### config.mk
export PLATFORM = sky130hd
export DESIGN_NAME = i2c_master_byte_sequencer
export DESIGN_NICKNAME = d
export VERILOG_FILES = /design/src/rtl/core/i2cms_pkg.sv /design/src/rtl/core/i2cms_step.sv /design/src/rtl/core/i2c_master_byte_sequencer.sv
export VERILOG_INCLUDE_DIRS = /design/src /design/src/rtl/core
export SDC_FILE = /design/constraint.sdc
export NUM_CORES = 1
export LEC_CHECK = 0
export BUFFER_PORTS_ARGS = -buffer_cell sky130_fd_sc_hd__buf_4
export CAP_MARGIN = 20
export CORE_ASPECT_RATIO = 1.2
export CORE_MARGIN = 3
export CORE_UTILIZATION = 60
export CTS_BUF_LIST = sky130_fd_sc_hd__clkbuf_4
export DETAILED_ROUTE_END_ITERATION = 10
export PLACE_DENSITY = 0.84
export SETUP_SLACK_MARGIN = 0.5
export SLEW_MARGIN = 20
export SYNTH_ARGS = -nofsm -noshare
export SYNTH_HDL_FRONTEND = slang
export SYNTH_SLANG_ARGS = --single-unit
### constraint.sdc
create_clock -name clk -period 6.7 [get_ports clk]
set_input_delay 1.34 -clock clk [delete_from_list [all_inputs] [get_ports clk]]
set_output_delay 1.34 -clock clk [all_outputs]
set_load 0.02 [all_outputs]
### src/rtl/core/i2c_master_byte_sequencer_assert.svh
`ifndef I2C_MASTER_BYTE_SEQUENCER_ASSERT_SVH
`define I2C_MASTER_BYTE_SEQUENCER_ASSERT_SVH

// same-cycle implication, disabled during reset
`define I2CMS_ASSERT_NOW(label, clk, rst_n, ante, cons, msg) \
	label: assert property (@(posedge clk) disable iff (!rst_n) (ante) |-> (cons)) \
		else $error(msg);

// next-cycle implication, disabled during reset
`define I2CMS_ASSERT_NEXT(label, clk, rst_n, ante, cons, msg) \
	label: assert property (@(posedge clk) disable iff (!rst_n) (ante) |=> (cons)) \
		else $error(msg);

`endif

### src/rtl/core/i2cms_pkg.sv
package i2cms_pkg;

	typedef enum logic [2:0] {
		OP_IDLE    = 3'd0,
		OP_START   = 3'd1,
		OP_RESTART = 3'd2,
		OP_STOP    = 3'd3,
		OP_WRITE   = 3'd4,
		OP_READ    = 3'd5
	} op_t;

	localparam logic [4:0] COND_STEPS     = 5'd4;
	localparam logic [4:0] STOP_STEPS     = 5'd3;
	localparam logic [4:0] BYTE_STEPS     = 5'd27;
	localparam logic [4:0] BIT_STEPS      = 5'd24;
	localparam logic [4:0] ACK_SMPL_STEP  = 5'd25;
	localparam logic [9:0] STEP_TICKS_RST = 10'd5;

	typedef struct packed {
		op_t        op;
		logic [4:0] idx;
		logic [9:0] wait_cnt;
		logic [1:0] bit_phase;
		logic [2:0] bit_num;
		logic [7:0] shift_byte;
		logic       ack_choice;
		logic       sda_pull;
		logic       scl_pull;
		logic       last_ack;
		logic [7:0] rx_byte;
	} seq_state_t;

	typedef struct packed {
		logic       sda_low;
		logic       scl_low;
		logic       busy;
		logic       done;
		logic [7:0] read_data;
		logic       ack_received;
		logic       rejected;
	} seq_res_t;

endpackage

### src/rtl/core/i2cms_step.sv
module i2cms_step
	import i2cms_pkg::*;
(
	input  seq_state_t state_cur,
	input  logic [2:0] command,
	input  logic [7:0] data_byte,
	input  logic       send_ack,
	input  logic       sda_in,
	input  logic [9:0] step_ticks,
	output seq_state_t state_nxt,
	output seq_res_t   res
);

	typedef struct packed {
		logic sda;
		logic scl;
	} pins_t;

	function automatic logic [4:0] step_count(op_t op);
		logic [4:0] n;
		case (op)
			OP_START, OP_RESTART: n = COND_STEPS;
			OP_STOP:              n = STOP_STEPS;
			default:              n = BYTE_STEPS;
		endcase
		return n;
	endfunction

	function automatic pins_t apply_pins(op_t op, logic [4:0] i, logic [1:0] ph,
			logic [2:0] bn, logic [7:0] sh, logic ackc, logic sda, logic scl);
		pins_t      p;
		logic [4:0] rel;
		logic [1:0] phase;
		p.sda = sda;
		p.scl = scl;
		rel   = i - BIT_STEPS;
		phase = (i < BIT_STEPS) ? ph : rel[1:0];
		case (op)
			OP_START, OP_RESTART: begin
				if (i == 5'd0)      p.sda = 1'b0;
				else if (i == 5'd1) p.scl = 1'b0;
				else if (i == 5'd2) p.sda = 1'b1;
				else                p.scl = 1'b1;
			end
			OP_STOP: begin
				if (i == 5'd0)      p.sda = 1'b1;
				else if (i == 5'd1) p.scl = 1'b0;
				else                p.sda = 1'b0;
			end
			OP_WRITE, OP_READ: begin
				if (phase == 2'd0) begin
					if (i >= BIT_STEPS)     p.sda = (op == OP_READ) ? ackc : 1'b0;
					else if (op == OP_WRITE) p.sda = ~sh[3'd7 - bn];
					else                    p.sda = 1'b0;
				end else if (phase == 2'd1) begin
					p.scl = 1'b0;
				end else begin
					p.scl = 1'b1;
				end
			end
			default: ;
		endcase
		return p;
	endfunction

	op_t        cmd_op;
	logic       is_cmd;
	logic [9:0] load_val;
	logic [4:0] idx_inc;
	logic       done;
	logic       rej;
	pins_t      pins;

	assign cmd_op   = op_t'(command);
	assign is_cmd   = (cmd_op == OP_START) || (cmd_op == OP_RESTART) || (cmd_op == OP_STOP)
		|| (cmd_op == OP_WRITE) || (cmd_op == OP_READ);
	assign load_val = (step_ticks == 10'd0) ? 10'd1 : step_ticks;
	assign idx_inc  = state_cur.idx + 5'd1;

	always_comb begin
		state_nxt = state_cur;
		done      = 1'b0;
		rej       = 1'b0;
		pins      = '0;
		if (is_cmd) begin
			if (state_cur.op != OP_IDLE) begin
				rej = 1'b1;
			end else begin
				state_nxt.op        = cmd_op;
				state_nxt.idx       = 5'd0;
				state_nxt.bit_phase = 2'd0;
				state_nxt.bit_num   = 3'd0;
				if (cmd_op == OP_WRITE) state_nxt.shift_byte = data_byte;
				if (cmd_op == OP_READ) begin
					state_nxt.shift_byte = 8'd0;
					state_nxt.ack_choice = send_ack;
				end
				pins = apply_pins(cmd_op, 5'd0, 2'd0, 3'd0, state_nxt.shift_byte,
					state_nxt.ack_choice, state_cur.sda_pull, state_cur.scl_pull);
				state_nxt.sda_pull = pins.sda;
				state_nxt.scl_pull = pins.scl;
				state_nxt.wait_cnt = load_val;
			end
		end else if (state_cur.op != OP_IDLE) begin
			if (state_cur.wait_cnt > 10'd1) begin
				state_nxt.wait_cnt = state_cur.wait_cnt - 10'd1;
			end else begin
				// end of the current step
				if (state_cur.op == OP_WRITE && state_cur.idx == ACK_SMPL_STEP)
					state_nxt.last_ack = ~sda_in;
				if (state_cur.op == OP_READ && state_cur.idx < BIT_STEPS
						&& state_cur.bit_phase == 2'd1)
					state_nxt.shift_byte = {state_cur.shift_byte[6:0], sda_in};
				if (idx_inc >= step_count(state_cur.op)) begin
					if (state_cur.op == OP_READ) begin
						state_nxt.sda_pull = 1'b1;
						state_nxt.rx_byte  = state_nxt.shift_byte;
					end
					state_nxt.op        = OP_IDLE;
					state_nxt.idx       = 5'd0;
					state_nxt.wait_cnt  = 10'd0;
					state_nxt.bit_phase = 2'd0;
					state_nxt.bit_num   = 3'd0;
					done                = 1'b1;
				end else begin
					state_nxt.idx = idx_inc;
					if (state_cur.bit_phase == 2'd2) begin
						state_nxt.bit_phase = 2'd0;
						state_nxt.bit_num   = state_cur.bit_num + 3'd1;
					end else begin
						state_nxt.bit_phase = state_cur.bit_phase + 2'd1;
					end
					pins = apply_pins(state_cur.op, idx_inc, state_nxt.bit_phase,
						state_nxt.bit_num, state_nxt.shift_byte, state_cur.ack_choice,
						state_cur.sda_pull, state_cur.scl_pull);
					state_nxt.sda_pull = pins.sda;
					state_nxt.scl_pull = pins.scl;
					state_nxt.wait_cnt = load_val;
				end
			end
		end
	end

	always_comb begin
		res.sda_low      = state_nxt.sda_pull;
		res.scl_low      = state_nxt.scl_pull;
		res.busy         = (state_nxt.op != OP_IDLE);
		res.done         = done;
		res.read_data    = state_nxt.rx_byte;
		res.ack_received = state_nxt.last_ack;
		res.rejected     = rej;
	end

endmodule

### src/rtl/core/i2c_master_byte_sequencer.sv
// channel | handshake           | payload
// in      | in_valid / in_stall   | command, data_byte, send_ack, sda_in
// out     | out_valid / out_stall | sda_low, scl_low, busy_res, done_res,
//         |                       | read_data, ack_received, rejected
// cfg     | cfg_valid / cfg_ready | cfg_data (step_ticks)
//
// one result beat per input beat, one beat per cycle while the result is not stalled
// an item passes through the input register and then the result register; the sequencer state
// updates in the cycle an item moves into the result register
// reset clears all control and sequencer state, step_ticks returns to 5
// a stalled result holds; one more input beat is taken and waits in the input register
module i2c_master_byte_sequencer
	import i2cms_pkg::*;
(
	input  logic       clk,
	input  logic       arst_n,
	input  logic       in_valid,
	output logic       in_stall,
	input  logic [2:0] command,
	input  logic [7:0] data_byte,
	input  logic       send_ack,
	input  logic       sda_in,
	output logic       out_valid,
	input  logic       out_stall,
	output logic       sda_low,
	output logic       scl_low,
	output logic       busy_res,
	output logic       done_res,
	output logic [7:0] read_data,
	output logic       ack_received,
	output logic       rejected,
	input  logic       cfg_valid,
	output logic       cfg_ready,
	input  logic [9:0] cfg_data
);

`include "i2c_master_byte_sequencer_assert.svh"

	logic       valid_s1;
	logic [2:0] command_s1;
	logic [7:0] data_byte_s1;
	logic       send_ack_s1;
	logic       sda_in_s1;
	logic       valid_s2;
	seq_res_t   res_s2;
	seq_state_t state_q;
	seq_state_t state_nxt;
	seq_res_t   res_nxt;
	logic [9:0] step_ticks_q;
	logic       out_free;
	logic       proc_en;
	logic       in_take;

	assign out_free  = !valid_s2 || !out_stall;
	assign proc_en   = valid_s1 && out_free;
	assign in_stall  = valid_s1 && !out_free;
	assign in_take   = in_valid && !in_stall;
	assign cfg_ready = 1'b1;

	always_ff @(posedge clk or negedge arst_n) begin
		if (!arst_n) begin
			step_ticks_q <= STEP_TICKS_RST;
		end else if (cfg_valid && cfg_ready) begin
			step_ticks_q <= cfg_data;
		end
	end

	always_ff @(posedge clk or negedge arst_n) begin
		if (!arst_n) begin
			valid_s1 <= 1'b0;
		end else if (in_take) begin
			valid_s1 <= 1'b1;
		end else if (proc_en) begin
			valid_s1 <= 1'b0;
		end
	end

	always_ff @(posedge clk) begin
		if (in_take) begin
			command_s1   <= command;
			data_byte_s1 <= data_byte;
			send_ack_s1  <= send_ack;
			sda_in_s1    <= sda_in;
		end
	end

	i2cms_step u_step (
		.state_cur  (state_q),
		.command    (command_s1),
		.data_byte  (data_byte_s1),
		.send_ack   (send_ack_s1),
		.sda_in     (sda_in_s1),
		.step_ticks (step_ticks_q),
		.state_nxt  (state_nxt),
		.res        (res_nxt)
	);

	always_ff @(posedge clk or negedge arst_n) begin
		if (!arst_n) begin
			state_q <= '0;
		end else if (proc_en) begin
			state_q <= state_nxt;
		end
	end

	always_ff @(posedge clk or negedge arst_n) begin
		if (!arst_n) begin
			valid_s2 <= 1'b0;
		end else if (proc_en) begin
			valid_s2 <= 1'b1;
		end else if (!out_stall) begin
			valid_s2 <= 1'b0;
		end
	end

	always_ff @(posedge clk) begin
		if (proc_en) begin
			res_s2 <= res_nxt;
		end
	end

	assign out_valid    = valid_s2;
	assign sda_low      = res_s2.sda_low;
	assign scl_low      = res_s2.scl_low;
	assign busy_res     = res_s2.busy;
	assign done_res     = res_s2.done;
	assign read_data    = res_s2.read_data;
	assign ack_received = res_s2.ack_received;
	assign rejected     = res_s2.rejected;

	`I2CMS_ASSERT_NOW(a_busy_has_wait, clk, arst_n, state_q.op != OP_IDLE, state_q.wait_cnt != 10'd0, "busy sequencer with zero hold count")
	`I2CMS_ASSERT_NOW(a_idle_index_zero, clk, arst_n, state_q.op == OP_IDLE, state_q.idx == 5'd0, "idle sequencer with nonzero step index")
	`I2CMS_ASSERT_NEXT(a_idle_no_reject, clk, arst_n, proc_en && state_q.op == OP_IDLE, !res_s2.rejected, "command rejected while idle")
	`I2CMS_ASSERT_NEXT(a_stall_holds_state, clk, arst_n, valid_s2 && out_stall, $stable(state_q), "sequencer state moved while result beat stalled")

endmodule
==> metrics.txt <==
status=finished, final reports clean; RSZ-0062 raised after global routing=no; Final TNS setup=0 ns; placed cell areas=approximately 4900 um2; WP data required=roughly 7.1 ns; Final Cell Area=around 5100 um2; share of cells above drive strength 1=0.163; Setup WS post-layout=between 2 and 3 ns; Setup WS pre-CTS=around 2.5 ns; met1 usage=0.307; drt initial violations=between 300 and 400; asr flop ratio synth=0.671; Max VDD drop=0.000306 V; worst path cell trace=buf_4, nand2_1, nand2_1, inv_1, nand2_1, nor4_1, nand2_1, o21ai_0; later-pin clock latency in the skew report=~0.46 ns; vias=just under 4000; Yosys cell types=68; port bufs=43; Final Max Slew Viols=0; CP top delay family=simple AND/OR/NAND/NOR gates; crit path kind=input pin to register; # IOs=45; Mapped Cells=~480; Clock Sinks=a little over 80; Layout Nets=550; largest net degree at the start of global routing=56; most frequent cell after synthesis=nand2_1; placed cell count=roughly 600; number of flops mapped to enable cells by yosys=27; first-pass GRT wire length=around 17000 um; Power Dens Cells=~310 nW/um2; Max Clock Freq=~270 MHz; Mapped Avg Cell Area=a little under 10 um2; Worst R2R Start=state_q[35]$_DFFE_PN0P_; Worst Path Max Fanout=25; hold path cells=2; buffer and inverter count on the worst path=2; final setup vio count=0; worst slew pin tran=between 0.9 and 1 ns; Hold Path End=state_q[0]$_DFFE_PN0P_; min cycle time layout=between 3 and 4 ns; clock slew at the register clock pins of the worst setup and hold paths=approximately 0.14 ns; Non-Filler Instances=605; H-tree levels=3; R2R Setup Slk=~3 ns; row count=34; First-pass DRT Iterations=6; crit start category=input pin; CTS root buf=clkbuf_4; Hold Fails Final Rpt=0; slew margin rel.=0.374; Starting Density=0.623; GRT Resource Usage Total=0.247; n_diodes=0; syn_nets=517; Primary FF master, synth=dfrtp_1; Final HPWL DP=7500 um; slowest library cell on the worst path=nor4_1; Remaining Overflow, GRT=0; Max-cap violations=0; initial antenna violation count=0; CTS Hold Bufs=0; M2 GR Usage=0.426; total CTS buffers=9; total number of yosys warnings=0; CTS tree=built; DRT antenna net count=0; Final Cycle Share=0.557; Core Util, Final=0.694; die width=approximately 86 um; crit path capture type=register; vias in the first global route=about 3600; core area=7360 um2; Max clock buf depth=2; grt met3 use=0.0382; top post-synthesis cells by area=dfrtp_1, edfxtp_1, nand2_1; Final GP Congestion=between 0.9 and 1; Leak Pwr=around 0.0021 uW; final WL=between 10000 and 15000 um; WL per Instance=16.9 um; largest area contributor in the netlist=dfrtp_1; # DRC=0; crit path from=out_stall; top cell type's share of synthesized area=0.289; grt peak-use layer=met2; post-CTS resize count=0; CP peak stage delay=0.83 ns; P&R area growth vs syn=11.3%; hold_sp=state_q[0]$_DFFE_PN0P_; top cells by count, synth=nand2_1, dfrtp_1, o21ai_0; Die Span Y=between 100 and 150 um; vias per cell=about 6.4; Crit path top cell by count=nand2_1; Die Area=approximately 8700 um2; HP Class=register to register; Post-Syn Area=roughly 4600 um2; Seq/Total Area, Yosys=0.477; flops & latches, synth=around 80; clk_skew=just over 0.02 ns; R2R Path End=state_q[6]$_DFFE_PN0P_; Worst Path Arrival=just over 4 ns; Post-CTS Setup Inserts=0; FF-to-FF path depth=10
==> worst min-delay path: stages, from the launching register on <==
cell and delay, ns:
dfrtp_1 0.37, nand2_1 0.04, o21ai_0 0.06
==> worst max path at each step <==
stage	end	slack, ns	cells past startpoint
6_report	state_q[20]$_DFFE_PN0P_	2.97	8
5_1_grt	state_q[24]$_DFFE_PN0P_	2.71	8
4_1_cts	state_q[22]$_DFFE_PN0P_	2.98	10
3_5_place_dp	state_q[22]$_DFFE_PN0P_	2.51	10
3_3_place_gp	state_q[22]$_DFFE_PN0P_	2.65	10
2_1_floorplan	state_q[11]$_DFFE_PN0P_	3.72	7
==> report_power, final <==
| part | switching, uW | internal [uW] |
|---|---|---|
| logic | 322 | 205 |
| clock network | 193 | 159 |
| registers | 96.6 | 598 |
==> logic make-up after synthesis <==
logic type | after synthesis | share of synthesized area
xor+xnor | 9 | 0.0172
simple gates | 170 | 0.182
compound gates | 145 | 0.212
buf+inv | 41 | 0.0374
mux | 17 | 0.0401
flops | 82 | 0.477
other cells | 1 | 0.000818
fa+ha+maj | 12 | 0.0327
==> flip-flops by register name (all words and copies together) (netlist names) <==
register / count
ack_received: 1
busy_res: 1
command_s1: 3
data_byte_s1: 8
done_res: 1
out_valid: 1
read_data: 8
rejected: 1
scl_low: 1
sda_in_s1: 1
sda_low: 1
send_ack_s1: 1
state_q: 43
step_ticks_q: 10
valid_s1: 1
==> area by class of cell <==
cell class	count	area, um2
fill	579	2250
timing repair buffer	44	330
tap	90	113
clock inverter	7	108
clock buffer	9	67.6
multi-input combinational	354	2230
sequential	82	2190
inverter	19	71.3
==> metal layers <==
metal	vias up	wire (um)
li1	1822	-
met1	1849	4260
met2	163	5050
met3	41	541
met4	0	368
met5	-	0
==> cell usage in the layout (no fill, tap or decap), drive strengths merged, types with 6 or more instances in the layout <==
master / Yosys / routed
a211oi: 10 / 10
a21o: 7 / 7
a21oi: 24 / 24
a22oi: 11 / 11
buf: 11 / 44
clkbuf: 11 / 9
dfrtp: 53 / 53
edfxtp: 27 / 27
ha: 12 / 12
inv: 18 / 22
mux2: 11 / 11
mux2i: 6 / 6
nand2: 66 / 66
nand2b: 11 / 11
nand3: 15 / 15
nor2: 28 / 28
nor3: 14 / 14
o21ai: 51 / 51
o31ai: 7 / 7
==> stage by stage <==
| step | hold slack, ns | power [uW] |
|---|---|---|
| 3_3_place_gp | 0.462 | 1190 |
| 6_report | 0.495 | 1570 |
| 5_1_grt | 0.525 | 1670 |
| 4_1_cts | 0.503 | 1560 |
| 2_1_floorplan | 0.450 | 1070 |
| 3_5_place_dp | 0.468 | 1210 |
Note: power is estimated with default switching activity, not from simulation.
